==> src/design/tifa_pkg.sv <==
package tifa_pkg;

  localparam int TAG_W       = 8;
  localparam int SMP_W       = 16;
  localparam int KIND_LSB    = 3;
  localparam int KIND_W      = TAG_W - KIND_LSB;
  localparam int CFG_DATA_W  = 40;
  localparam int CFG_SCALE_W = 20;
  localparam int OFF_W       = 40;
  localparam int OUT_W       = 41;
  localparam int CNT_OUT_W   = 7;
  localparam int REG_IDX_W   = 3;
  localparam int NUM_AXES    = 3;
  localparam int AXIS_W      = 2;
  localparam int NUM_KINDS   = 2;

  localparam logic [KIND_W-1:0] TAG_KIND_GYRO  = 5'h01;
  localparam logic [KIND_W-1:0] TAG_KIND_ACCEL = 5'h02;

  localparam logic SENSOR_ACCEL = 1'b0;
  localparam logic SENSOR_GYRO  = 1'b1;

  localparam logic [AXIS_W-1:0] AXIS_X    = 2'd0;
  localparam logic [AXIS_W-1:0] AXIS_Y    = 2'd1;
  localparam logic [AXIS_W-1:0] AXIS_Z    = 2'd2;
  localparam logic [AXIS_W-1:0] AXIS_LAST = AXIS_Z;

  typedef enum logic [REG_IDX_W-1:0] {
    REG_ACCEL_SCALE = 3'd0,
    REG_GYRO_SCALE  = 3'd1,
    REG_ACCEL_OFF_X = 3'd2,
    REG_ACCEL_OFF_Y = 3'd3,
    REG_ACCEL_OFF_Z = 3'd4,
    REG_GYRO_OFF_X  = 3'd5,
    REG_GYRO_OFF_Y  = 3'd6,
    REG_GYRO_OFF_Z  = 3'd7
  } tifa_reg_e;

  typedef enum logic [2:0] {
    ST_IDLE,
    ST_LOAD,
    ST_DIV,
    ST_SCALE,
    ST_OUT
  } tifa_state_e;

  typedef struct packed {
    logic              take;
    logic              clear;
    logic              sel_gyro;
    logic [AXIS_W-1:0] axis;
  } tifa_acc_ctrl_t;

endpackage

==> src/design/tifa_accum.sv <==
module tifa_accum import tifa_pkg::*; #(
  parameter int MAX_ENTRIES = 64,
  parameter int CNT_W       = 7,
  parameter int SUM_W       = 23
) (
  input  logic                    clk_i,
  input  logic                    rst_ni,
  input  tifa_acc_ctrl_t          ctrl_i,
  input  logic [TAG_W-1:0]        entry_tag_i,
  input  logic signed [SMP_W-1:0] sample_x_i,
  input  logic signed [SMP_W-1:0] sample_y_i,
  input  logic signed [SMP_W-1:0] sample_z_i,
  output logic signed [SUM_W-1:0] sum_o,
  output logic [CNT_W-1:0]        cnt_o,
  output logic                    bad_o
);

  logic signed [SUM_W-1:0] asum_q [NUM_AXES];
  logic signed [SUM_W-1:0] asum_d [NUM_AXES];
  logic signed [SUM_W-1:0] gsum_q [NUM_AXES];
  logic signed [SUM_W-1:0] gsum_d [NUM_AXES];
  logic [CNT_W-1:0]        acnt_q, acnt_d;
  logic [CNT_W-1:0]        gcnt_q, gcnt_d;
  logic [CNT_W-1:0]        seen_q, seen_d;
  logic                    bad_q, bad_d;
  logic signed [SMP_W-1:0] smp [NUM_AXES];
  logic [KIND_W-1:0]       kind;
  logic                    room;

  assign smp[0] = sample_x_i;
  assign smp[1] = sample_y_i;
  assign smp[2] = sample_z_i;
  assign kind   = entry_tag_i[TAG_W-1:KIND_LSB];
  assign room   = seen_q < CNT_W'(MAX_ENTRIES);

  always_comb begin
    asum_d = asum_q;
    gsum_d = gsum_q;
    acnt_d = acnt_q;
    gcnt_d = gcnt_q;
    seen_d = seen_q;
    bad_d  = bad_q;
    if (ctrl_i.clear) begin
      for (int i = 0; i < NUM_AXES; i++) begin
        asum_d[i] = '0;
        gsum_d[i] = '0;
      end
      acnt_d = '0;
      gcnt_d = '0;
      seen_d = '0;
      bad_d  = 1'b0;
    end else if (ctrl_i.take && room) begin
      seen_d = seen_q + CNT_W'(1);
      case (kind)
        TAG_KIND_GYRO: begin
          gcnt_d = gcnt_q + CNT_W'(1);
          for (int i = 0; i < NUM_AXES; i++) begin
            gsum_d[i] = gsum_q[i] + SUM_W'(smp[i]);
          end
        end
        TAG_KIND_ACCEL: begin
          acnt_d = acnt_q + CNT_W'(1);
          for (int i = 0; i < NUM_AXES; i++) begin
            asum_d[i] = asum_q[i] + SUM_W'(smp[i]);
          end
        end
        default: begin
          bad_d = 1'b1;
        end
      endcase
    end
  end

  always_ff @(posedge clk_i or negedge rst_ni) begin
    if (!rst_ni) begin
      for (int i = 0; i < NUM_AXES; i++) begin
        asum_q[i] <= '0;
        gsum_q[i] <= '0;
      end
      acnt_q <= '0;
      gcnt_q <= '0;
      seen_q <= '0;
      bad_q  <= 1'b0;
    end else begin
      asum_q <= asum_d;
      gsum_q <= gsum_d;
      acnt_q <= acnt_d;
      gcnt_q <= gcnt_d;
      seen_q <= seen_d;
      bad_q  <= bad_d;
    end
  end

  assign sum_o = ctrl_i.sel_gyro ? gsum_q[ctrl_i.axis] : asum_q[ctrl_i.axis];
  assign cnt_o = ctrl_i.sel_gyro ? gcnt_q : acnt_q;
  assign bad_o = bad_q;

endmodule

==> src/design/tifa_divider.sv <==
module tifa_divider import tifa_pkg::*; #(
  parameter int DVD_W = 23,
  parameter int DVS_W = 7
) (
  input  logic                    clk_i,
  input  logic                    rst_ni,
  input  logic                    start_i,
  input  logic signed [DVD_W-1:0] dividend_i,
  input  logic [DVS_W-1:0]        divisor_i,
  output logic                    busy_o,
  output logic                    done_o,
  output logic signed [DVD_W-1:0] quotient_o
);

  localparam int STEP_W = $clog2(DVD_W + 1);

  logic              busy_q;
  logic              done_q;
  logic [STEP_W-1:0] step_q;
  logic              neg_q;
  logic [DVS_W-1:0]  dvs_q;
  logic [DVS_W-1:0]  rem_q;
  logic [DVD_W-1:0]  quo_q;
  logic [DVS_W:0]    rem_sh;
  logic [DVS_W:0]    rem_nx;
  logic              fits;

  assign rem_sh = {rem_q, quo_q[DVD_W-1]};
  assign fits   = rem_sh >= {1'b0, dvs_q};
  assign rem_nx = fits ? (rem_sh - {1'b0, dvs_q}) : rem_sh;

  always_ff @(posedge clk_i or negedge rst_ni) begin
    if (!rst_ni) begin
      busy_q <= 1'b0;
      done_q <= 1'b0;
      step_q <= '0;
    end else begin
      done_q <= busy_q && (step_q == STEP_W'(1));
      if (start_i) begin
        busy_q <= 1'b1;
        step_q <= STEP_W'(DVD_W);
      end else if (busy_q) begin
        step_q <= step_q - STEP_W'(1);
        if (step_q == STEP_W'(1)) begin
          busy_q <= 1'b0;
        end
      end
    end
  end

  always_ff @(posedge clk_i) begin
    if (start_i) begin
      neg_q <= dividend_i[DVD_W-1];
      quo_q <= dividend_i[DVD_W-1] ? DVD_W'(-dividend_i) : DVD_W'(dividend_i);
      rem_q <= '0;
      dvs_q <= divisor_i;
    end else if (busy_q) begin
      rem_q <= rem_nx[DVS_W-1:0];
      quo_q <= {quo_q[DVD_W-2:0], fits};
    end
  end

  assign busy_o     = busy_q;
  assign done_o     = done_q;
  assign quotient_o = neg_q ? -$signed(quo_q) : $signed(quo_q);

endmodule

==> src/design/tifa_scaler.sv <==
module tifa_scaler import tifa_pkg::*; #(
  parameter int AVG_W = 23,
  parameter int SC_W  = 20
) (
  input  logic                    clk_i,
  input  logic                    rst_ni,
  input  logic                    start_i,
  input  logic signed [AVG_W-1:0] avg_i,
  input  logic [SC_W-1:0]         scale_i,
  input  logic signed [OFF_W-1:0] offset_i,
  output logic                    done_o,
  output logic [OUT_W-1:0]        result_o
);

  localparam int PROD_W = AVG_W + SC_W + 1;
  localparam int MAX_W  = (PROD_W > OFF_W) ? PROD_W : OFF_W;
  localparam int WIDE_W = (MAX_W + 1 > OUT_W) ? MAX_W + 1 : OUT_W;

  logic                     mul_q;
  logic                     done_q;
  logic signed [PROD_W-1:0] prod_q;
  logic signed [PROD_W-1:0] prod_d;
  logic signed [OFF_W-1:0]  off_q;
  logic signed [WIDE_W-1:0] diff;
  logic [OUT_W-1:0]         res_q;
  logic signed [SC_W:0]     scl_s;

  assign scl_s  = {1'b0, scale_i};
  assign prod_d = PROD_W'(avg_i) * PROD_W'(scl_s);
  assign diff   = WIDE_W'(prod_q) - WIDE_W'(off_q);

  always_ff @(posedge clk_i or negedge rst_ni) begin
    if (!rst_ni) begin
      mul_q  <= 1'b0;
      done_q <= 1'b0;
    end else begin
      mul_q  <= start_i;
      done_q <= mul_q;
    end
  end

  always_ff @(posedge clk_i) begin
    if (start_i) begin
      prod_q <= prod_d;
      off_q  <= offset_i;
    end
    if (mul_q) begin
      res_q <= diff[OUT_W-1:0];
    end
  end

  assign done_o   = done_q;
  assign result_o = res_q;

endmodule

==> src/design/tagged_imu_fifo_averager_unit.sv <==
// Non-final item: taken while idle; the block stays ready for the next item.
// Burst end: six axis passes (load, divide, scale) share one divider and one
// multiplier (SUM_W = 16 + clog2(MAX_ENTRIES + 1)); an empty kind skips the divider;
// the accel result is offered first, the gyro result after the accel result is taken.
// Input is not taken while a burst is being worked out or its results wait.
// Reset clears sums, counts, flags and all configuration registers at once.
module tagged_imu_fifo_averager_unit import tifa_pkg::*; #(
  parameter int MAX_ENTRIES     = 64,
  parameter int SCALE_FRAC_BITS = 16
) (
  input  logic                         clk_i,
  input  logic                         rst_ni,
  input  logic                         cfg_we_i,
  input  logic [REG_IDX_W-1:0]         cfg_idx_i,
  input  logic [CFG_DATA_W-1:0]        cfg_data_i,
  input  logic                         in_valid_i,
  output logic                         in_ready_o,
  input  logic [TAG_W-1:0]             entry_tag_i,
  input  logic signed [SMP_W-1:0]      sample_x_i,
  input  logic signed [SMP_W-1:0]      sample_y_i,
  input  logic signed [SMP_W-1:0]      sample_z_i,
  input  logic                         burst_end_i,
  output logic                         out_valid_o,
  input  logic                         out_ready_i,
  output logic                         sensor_kind_o,
  output logic [CNT_OUT_W-1:0]         entry_count_o,
  output logic                         valid_res_o,
  output logic signed [OUT_W-1:0]      out_x_o,
  output logic signed [OUT_W-1:0]      out_y_o,
  output logic signed [OUT_W-1:0]      out_z_o,
  output logic                         bad_tag_seen_o,
  output logic                         last_result_o
);

  localparam int CNT_W     = $clog2(MAX_ENTRIES + 1);
  localparam int SUM_W     = SMP_W + CNT_W;
  localparam int SCALE_RAW = 4 + SCALE_FRAC_BITS;
  localparam int SC_W      = (SCALE_RAW < CFG_SCALE_W) ? SCALE_RAW : CFG_SCALE_W;

  tifa_state_e             state_q, state_d;
  logic                    kind_q, kind_d;
  logic [AXIS_W-1:0]       axis_q, axis_d;
  logic [SC_W-1:0]         scale_q [NUM_KINDS];
  logic signed [OFF_W-1:0] off_q   [NUM_KINDS][NUM_AXES];
  logic [OUT_W-1:0]        res_q   [NUM_AXES];

  tifa_acc_ctrl_t          acc_ctrl;
  logic signed [SUM_W-1:0] acc_sum;
  logic [CNT_W-1:0]        acc_cnt;
  logic                    acc_bad;
  logic                    cnt_zero;
  logic                    div_start, div_busy, div_done;
  logic signed [SUM_W-1:0] div_quot;
  logic signed [SUM_W-1:0] avg;
  logic                    scl_start, scl_done;
  logic [OUT_W-1:0]        scl_res;
  logic                    res_we;

  always_ff @(posedge clk_i or negedge rst_ni) begin
    if (!rst_ni) begin
      for (int k = 0; k < NUM_KINDS; k++) begin
        scale_q[k] <= '0;
        for (int a = 0; a < NUM_AXES; a++) begin
          off_q[k][a] <= '0;
        end
      end
    end else if (cfg_we_i) begin
      case (cfg_idx_i)
        REG_ACCEL_SCALE: scale_q[SENSOR_ACCEL] <= cfg_data_i[SC_W-1:0];
        REG_GYRO_SCALE:  scale_q[SENSOR_GYRO]  <= cfg_data_i[SC_W-1:0];
        REG_ACCEL_OFF_X: off_q[SENSOR_ACCEL][AXIS_X] <= cfg_data_i;
        REG_ACCEL_OFF_Y: off_q[SENSOR_ACCEL][AXIS_Y] <= cfg_data_i;
        REG_ACCEL_OFF_Z: off_q[SENSOR_ACCEL][AXIS_Z] <= cfg_data_i;
        REG_GYRO_OFF_X:  off_q[SENSOR_GYRO][AXIS_X]  <= cfg_data_i;
        REG_GYRO_OFF_Y:  off_q[SENSOR_GYRO][AXIS_Y]  <= cfg_data_i;
        REG_GYRO_OFF_Z:  off_q[SENSOR_GYRO][AXIS_Z]  <= cfg_data_i;
        default: ;
      endcase
    end
  end

  tifa_accum #(
    .MAX_ENTRIES(MAX_ENTRIES),
    .CNT_W      (CNT_W),
    .SUM_W      (SUM_W)
  ) u_accum (
    .clk_i      (clk_i),
    .rst_ni     (rst_ni),
    .ctrl_i     (acc_ctrl),
    .entry_tag_i(entry_tag_i),
    .sample_x_i (sample_x_i),
    .sample_y_i (sample_y_i),
    .sample_z_i (sample_z_i),
    .sum_o      (acc_sum),
    .cnt_o      (acc_cnt),
    .bad_o      (acc_bad)
  );

  tifa_divider #(
    .DVD_W(SUM_W),
    .DVS_W(CNT_W)
  ) u_divider (
    .clk_i     (clk_i),
    .rst_ni    (rst_ni),
    .start_i   (div_start),
    .dividend_i(acc_sum),
    .divisor_i (acc_cnt),
    .busy_o    (div_busy),
    .done_o    (div_done),
    .quotient_o(div_quot)
  );

  assign cnt_zero = (acc_cnt == '0);
  assign avg      = cnt_zero ? '0 : div_quot;

  tifa_scaler #(
    .AVG_W(SUM_W),
    .SC_W (SC_W)
  ) u_scaler (
    .clk_i   (clk_i),
    .rst_ni  (rst_ni),
    .start_i (scl_start),
    .avg_i   (avg),
    .scale_i (scale_q[kind_q]),
    .offset_i(off_q[kind_q][axis_q]),
    .done_o  (scl_done),
    .result_o(scl_res)
  );

  always_ff @(posedge clk_i or negedge rst_ni) begin
    if (!rst_ni) begin
      state_q <= ST_IDLE;
      kind_q  <= SENSOR_ACCEL;
      axis_q  <= AXIS_X;
    end else begin
      state_q <= state_d;
      kind_q  <= kind_d;
      axis_q  <= axis_d;
    end
  end

  always_comb begin
    state_d           = state_q;
    kind_d            = kind_q;
    axis_d            = axis_q;
    in_ready_o        = 1'b0;
    out_valid_o       = 1'b0;
    div_start         = 1'b0;
    scl_start         = 1'b0;
    res_we            = 1'b0;
    acc_ctrl.take     = 1'b0;
    acc_ctrl.clear    = 1'b0;
    acc_ctrl.sel_gyro = kind_q;
    acc_ctrl.axis     = axis_q;
    case (state_q)
      ST_IDLE: begin
        in_ready_o = 1'b1;
        if (in_valid_i) begin
          acc_ctrl.take = 1'b1;
          if (burst_end_i) begin
            kind_d  = SENSOR_ACCEL;
            axis_d  = AXIS_X;
            state_d = ST_LOAD;
          end
        end
      end
      ST_LOAD: begin
        div_start = !cnt_zero;
        state_d   = ST_DIV;
      end
      ST_DIV: begin
        if (cnt_zero || div_done) begin
          scl_start = 1'b1;
          state_d   = ST_SCALE;
        end
      end
      ST_SCALE: begin
        if (scl_done) begin
          res_we = 1'b1;
          if (axis_q == AXIS_LAST) begin
            state_d = ST_OUT;
          end else begin
            axis_d  = axis_q + AXIS_W'(1);
            state_d = ST_LOAD;
          end
        end
      end
      ST_OUT: begin
        out_valid_o = 1'b1;
        if (out_ready_i) begin
          if (kind_q == SENSOR_GYRO) begin
            acc_ctrl.clear = 1'b1;
            state_d        = ST_IDLE;
          end else begin
            kind_d  = SENSOR_GYRO;
            axis_d  = AXIS_X;
            state_d = ST_LOAD;
          end
        end
      end
      default: begin
        state_d = ST_IDLE;
      end
    endcase
  end

  always_ff @(posedge clk_i) begin
    if (res_we) begin
      res_q[axis_q] <= scl_res;
    end
  end

  assign sensor_kind_o  = kind_q;
  assign entry_count_o  = CNT_OUT_W'(acc_cnt);
  assign valid_res_o    = !cnt_zero;
  assign out_x_o        = $signed(res_q[AXIS_X]);
  assign out_y_o        = $signed(res_q[AXIS_Y]);
  assign out_z_o        = $signed(res_q[AXIS_Z]);
  assign bad_tag_seen_o = acc_bad;
  assign last_result_o  = (kind_q == SENSOR_GYRO);

  a_no_in_during_out: assert property (@(posedge clk_i) disable iff (!rst_ni)
    !(in_ready_o && out_valid_o))
    else $error("input taken while a result is pending");

  a_div_start_idle: assert property (@(posedge clk_i) disable iff (!rst_ni)
    div_start |-> !div_busy)
    else $error("divider restarted while busy");

  a_scale_done_state: assert property (@(posedge clk_i) disable iff (!rst_ni)
    scl_done |-> (state_q == ST_SCALE))
    else $error("scaler result arrived outside the scale step");

  a_last_then_idle: assert property (@(posedge clk_i) disable iff (!rst_ni)
    (out_valid_o && out_ready_i && last_result_o) |=> in_ready_o)
    else $error("block not ready after the final result of a burst");

endmodule
==> config.mk <==
export PLATFORM = sky130hd
export DESIGN_NAME = tagged_imu_fifo_averager_unit
export DESIGN_NICKNAME = d
export VERILOG_FILES = /design/src/design/tifa_pkg.sv /design/src/design/tifa_accum.sv /design/src/design/tifa_divider.sv /design/src/design/tifa_scaler.sv /design/src/design/tagged_imu_fifo_averager_unit.sv
export SDC_FILE = /design/constraint.sdc
export NUM_CORES = 2
export LEC_CHECK = 0
export BUFFER_PORTS_ARGS = -buffer_cell sky130_fd_sc_hd__clkbuf_2
export CAP_MARGIN = 0
export CORE_UTILIZATION = 30
export DETAILED_ROUTE_END_ITERATION = 8
export PLACE_DENSITY = 0.48
export RECOVER_POWER = 50
export REMOVE_ABC_BUFFERS = 1
export SYNTH_ARGS = -nofsm -noshare
export SYNTH_HDL_FRONTEND = slang
export SYNTH_SLANG_ARGS = --single-unit
==> constraint.sdc <==
create_clock -name clk_i -period 13.57 [get_ports clk_i]
set_input_delay 0.6785 -clock clk_i [delete_from_list [all_inputs] [get_ports clk_i]]
set_output_delay 0.6785 -clock clk_i [all_outputs]
set_load 0.005 [all_outputs]
# Word-level counts from Yosys, hierarchy flattened
# Memory sizes are Yosys's and may differ from the RTL's.
# Cells that the tools add are included.
# totals
ff_bits	615
latch_bits	0
ram_bits	123
mem_bits_ro	0
inputBits	105
out_inout_bits	136
wordCells	185
mem_count	1
# memory_table
memory	depth	width	rd	rd_clocked_by_memory_dff	write_ports	line	source
res_q	3	41	3	0	1	tagged_imu_fifo_averager_unit.sv:45	logic [OUT_W-1:0] res_q [NUM_AXES];
# classes
add_sub_neg	15
mul	1
div_mod_pow	0
order_cmp	4
n_eq_ne	23
shift	0
muxes	78
bitwise	2
reduce_logical	28
# op_table
op	n
2-to-1 mux 69 bit	6
2-to-1 mux 120 bit	3
2-to-1 mux 23 bit	10
adder 23 x 16 -> 23 bit	6
binary-select mux 23 bit (select 2 bit)	2
binary-select mux 40 bit (select 2 bit)	1
2-to-1 mux 40 bit	2
2-to-1 mux 7 bit	10
2-to-1 mux 20 bit	3
negation 23 bit	2
multiplier 23 x 21 -> 41 bit	1
subtractor 41 x 40 -> 41 bit	1
2-to-1 mux 1 bit	24
AND reduction 2 bit	11
adder 7 x 1 -> 7 bit, second input constant	3
2-to-1 mux 3 bit	6
== test 3 bit, second input constant	5
case mux 3 bit (5 select lines)	1
== test 3 x 2 -> 1 bit, second input constant	4
2-to-1 mux 2 bit	6
!= test 2 bit, second input constant	6
== test 5 x 1 -> 1 bit, second input constant	2
2-to-1 mux 5 bit	2
nonzero test 2 bit	5
other kinds (25)	29

# Longest topological paths before layout
# depth
depth_word	8
mapped_depth	35

# By module
# A second synthesis with hierarchy kept.
# hier_totals
cells_unflattened	5287
area_unflattened_um2	56183.9
# by_module_without_submodules
mod	n_inst	cells_per_inst	area_each_um2	seq_area_each_um2
tifa_scaler	1	2251	22313.9	3713.6
tagged_imu_fifo_averager_unit	1	1010	16687.3	10850.4
tifa_accum	1	1643	13778.2	4003.8
tifa_divider	1	383	3404.5	1246.2

# Least setup slack after synthesis
# Ideal clock, no wire load.
# synth_path
path_kind	register to register
start	register kind_q, in the netlist last_result_o
end	register u_scaler.prod_q[40], data pin
setup_ns	0.261
t_arrival_ns	8.506
t_required_ns	13.309
slack_ns	4.803
stages_incl_launch_ff	32
n_path_buf	10
path_cell_list	dfrtp_1 -> buf_2 -> buf_4 -> buf_2 -> buf_2 -> buf_4 -> buf_4 -> buf_4 -> buf_2 -> mux2i_1 -> clkbuf_1 -> nor2_1 -> fa_1 -> fa_1 -> inv_1 -> fa_1 -> clkbuf_1 -> inv_1 -> fa_1 -> fa_1 -> fa_1 -> fa_1 -> ha_1 -> a21o_1 -> a21o_1 -> a21o_1 -> a21o_1 -> a21oi_1 -> o21bai_1 -> a21oi_1 -> o21ai_0 -> xnor2_1
# synth_between
elab_chain_cells	5
# synth_rtl
item	line	source
from (decl)	tagged_imu_fifo_averager_unit.sv:41	logic kind_q, kind_d;
from (signal assigned)	tagged_imu_fifo_averager_unit.sv:137	kind_q <= kind_d;
parallel branches: the longest is 4 deep, another holds 2-to-1 mux 23 bit	n/a	
multiplier 23 x 21 -> 41 bit (*)	tifa_scaler.sv:29	assign prod_d = PROD_W'(avg_i) * PROD_W'(scl_s);
named net u_scaler.prod_d[40]	tifa_scaler.sv:22	logic signed [PROD_W-1:0] prod_d;
to (signal assigned)	tifa_scaler.sv:44	prod_q <= prod_d;
to (decl)	tifa_scaler.sv:21	logic signed [PROD_W-1:0] prod_q;
# Mark *: on every way through the listed nets, which the timed path passes. The select of a mux whose other input is x is not followed.
# A chain may end at the register's enable or synchronous reset.

# Worst setup path in the final report
# layout_path
start	register kind_q, in the netlist last_result_o
end	register u_scaler.prod_q[38], data pin
# Same word-level chain as after synthesis.

==> summary.md <==
| Metric | Value |
|---|---|
| Status | `finished with violations` |
| Failing checks | `capacitance limit, slew limit` |
| Setup ws final | `2.22 ns` |
| Post-synth top flop | `dfrtp_1` |
| DR vias/cell | `4.92` |
| CORE AREA | `0.179 sq mm` |
| Post-Synthesis Cells | `5,053` |
| Most frequent cells in the layout | `inv_1 (529), nor2_1 (460), fa_1 (455)` |
| Worst Hold Class | `input port to register` |
| RSZ-0062 raised after global routing | `no` |
| CTS max path bufs | `3` |
| Htree depth | `3` |
| Post-Route WL | `151,000 microns` |
| Total GRT Usage | `0.165` |
| Chip height | `428 microns` |
| Drc violations | `0` |
| Most common cell on crit path | `fa_1` |
| Share of layout cells above drive strength 1 | `0.147` |
| Buffers on Ports | `237` |
| Final hold violation count | `0` |
| Fillers | `18,200` |
| CTS buffer count | `87` |
| Fraction of registers with async set/reset | `0.617` |
| Leak Pwr | `27.2 nW` |
| Worst vdd ir | `0.116 mV` |
| Root Driver | `clkbuf_16` |
| Slowest CP cell | `dfrtp_1` |
| Post-CTS Setup Repair Bufs | `0` |
| Clk sink count | `738` |
| Initial Util | `0.304` |
| Worst-Margin Slew | `5.63 ns` |
| Post-Syn Area | `0.0544 sq mm` |
| Vias in the first global route | `38,700` |
| Placed insts | `7,493` |
| Max-slew violation count | `424` |
| Vias | `37,600` |
| Relative slew slack | `-2.75` |
| Crit start category | `register` |
| CP max FO | `61` |
| Crit path required time | `14.04 ns` |
| Largest net degree at the start of global routing | `160` |
| R2r setup slk | `2.22 ns` |
| Clock-pin slew on the worst setup and hold paths | `0.06 ns` |
| FMAX | `0.0881 GHz` |
| Row count | `155` |
| Register area share after synthesis | `0.364` |
| Reg2reg end | `u_scaler.prod_q[38]` |
| Die W | `428 microns` |
| Worst setup path end | `u_scaler.prod_q[38]` |
| DRT iter0 DRCs | `2,249` |
| Clk Latency, worst-skew pair | `0.72 ns` |
| Post-synth EDFFs | `276` |
| Commonest non-fill, non-tap cell in the layout | `inv_1` |
| DRT Pass-1 Iters | `5` |
| # IOs | `241` |
| Critical path class | `register to register` |
| Average wire per standard cell | `19.8 microns` |
| Nature of the critical path endpoint | `register` |
| Reg2Reg Depth | `29` |
| Antenna violations before repair | `5` |
| Dpl ws | `3.27 ns` |
| Fin crit period | `11.35 ns` |
| First-pass GRT wire length | `235,000 microns` |
| CTS tree | `done` |
| Register bit total from synthesis | `738` |
| Crit path launch | `last_result_o` |
| Synth Warn # | `0` |
| Synth cell types | `84` |
| DP HPWL | `112,000 microns` |
| CP peak stage delay | `1.91 ns` |
| Global placer's final weighted congestion | `0.831` |
| Die area | `0.183 sq mm` |
| Nets | `6,090` |
| Max-cap viol count | `11` |
| Hold Startpoint | `cfg_data_i[24]` |
| Final non-filler cell total | `7,654` |
| Hold Path Stages | `2` |
| Grt ovf | `0` |
| Final Skew | `0.0462 ns` |
| Area growth syn-to-layout | `11.9%` |
| Final worst-path cycle share | `0.836` |
| Syn avg cell area | `10.8 sq um` |
| Final setup viols | `0` |
| Reg2reg start | `last_result_o` |
| Pwr dens | `150 mW/mm^2` |
| Detail Route Antenna Nets | `0` |
| CP Data Arrival Time | `11.82 ns` |
## where the power goes
group | internal [mW] | switching, mW | leakage, nW
combinational | 1.37 | 2.11 | 17.5
sequential | 3.05 | 0.302 | 8.39
clock | 1.31 | 0.987 | 1.35
total | 5.72 | 3.40 | 27.2
## cells in the mapped netlist, types with 15 or more instances
cell	number	area share
inv_1	530	0.037
nand3_1	184	0.017
ha_1	302	0.069
or3_1	37	0.0043
nor2b_1	16	0.0018
dfrtp_1	455	0.21
o211ai_1	17	0.0023
xor2_1	108	0.017
a21o_1	91	0.013
a31oi_1	39	0.0045
a21oi_1	178	0.016
buf_1	30	0.0021
or2_2	34	0.0039
mux4_2	63	0.026
a211oi_1	22	0.0030
xnor2_1	147	0.024
edfxtp_1	276	0.15
and2_1	15	0.0017
nor3_1	60	0.0055
o21a_1	36	0.0050
o21bai_1	23	0.0032
mux2i_1	85	0.016
o31ai_1	29	0.0040
mux2_2	304	0.063
nand2_1	373	0.026
clkbuf_1	127	0.0088
nor2_1	460	0.032
buf_2	39	0.0036
nand2b_1	36	0.0041
and3_1	32	0.0037
fa_1	455	0.17
o21ai_0	274	0.025
## state kept, by name (all words and copies together) (netlist names)
name and cells:
off_q 240, u_divider.quo_q 23, axis_q 2, u_scaler.result_o 41, res_q 123, u_accum.acnt_q 7
u_divider.neg_q 1, u_accum.bad_o 1, u_divider.rem_q 7, u_accum.gsum_q 69, u_divider.step_q 5, last_result_o 1
u_accum.seen_q 7, u_scaler.done_o 1, u_scaler.off_q 40, u_scaler.prod_q 41, u_accum.gcnt_q 7, state_q 3
u_scaler.mul_q 1, u_divider.dvs_q 7, u_divider.done_o 1, u_accum.asum_q 69, u_divider.busy_o 1, scale_q 40
## per-stage QoR
stage | util | hold slack (ns) | instance area, sq um | TNS, ns | total power [mW]
after floorplan | - | 0.383 | 53500 | -99.42 | 5.71
after global placement | 0.325 | 0.450 | 58200 | 0 | 6.86
after detailed placement | 0.325 | 0.463 | 58200 | 0 | 6.91
after CTS | 0.340 | 0.200 | 61000 | 0 | 9.26
after global routing | 0.340 | 0.262 | 60800 | 0 | 9.75
final | 0.340 | 0.278 | 60900 | 0 | 9.12
## cell families (layout without fill, tap and decap cells)
kind of cell | Yosys count | in the layout | share of synthesized area
adders and majority gates | 757 | 757 | 0.237
DFF | 738 | 738 | 0.364
other | 0 | 3 | 0
xor gates and xnor gates | 255 | 255 | 0.0411
muxes | 452 | 452 | 0.105
buffers and inverters | 738 | 981 | 0.0527
and+or+nand+nor | 1305 | 1305 | 0.108
AOI/OAI and AO/OA | 808 | 808 | 0.0927
## per-layer routing
metal	GRT usage	routed length, microns	vias to the layer above
met1	0.217	67300	19200
met5	0	13	-
met2	0.289	76100	605
met3	0.0232	5150	139
met4	0.0338	2650	2
li1	-	-	17700
## worst min path at each step
stage / endpoint / slack (ns)
global route: off_q[149] / 0.26
global placement: res_q[1][15] / 0.45
detailed placement: res_q[0][25] / 0.46
finish: off_q[184] / 0.28
floorplan: axis_q[0] / 0.38
CTS: off_q[28] / 0.20
## critical path, delay by kind of cell, from the launching register on
kind,cells,cell delay (ns)
flops,1,1.91
simple gates,4,1.11
buf+inv,8,1.58
fa+ha+maj,8,3.84
mux,1,0.46
compound gates,8,2.16
## what timing repair did
action                     4_1_cts  5_1_grt
setup endpoints to repair        0        0
hold endpoints to repair         3        0
hold buffers                     1        0
resized for setup                0        0
## layout make-up
class                   instances  area, sq um  share of cell area
flip-flops and latches        738        19800               0.326
clock inverters                28          302             0.00495
inverters                     531         1990              0.0328
diodes                          3         7.51            0.000123
clock buffers                 129         2470              0.0406
repair buffers                293         1520              0.0249
well taps                    2355         2950              0.0484
multi-input cells            3577        31800               0.523
(Power assumes the default switching activity.)
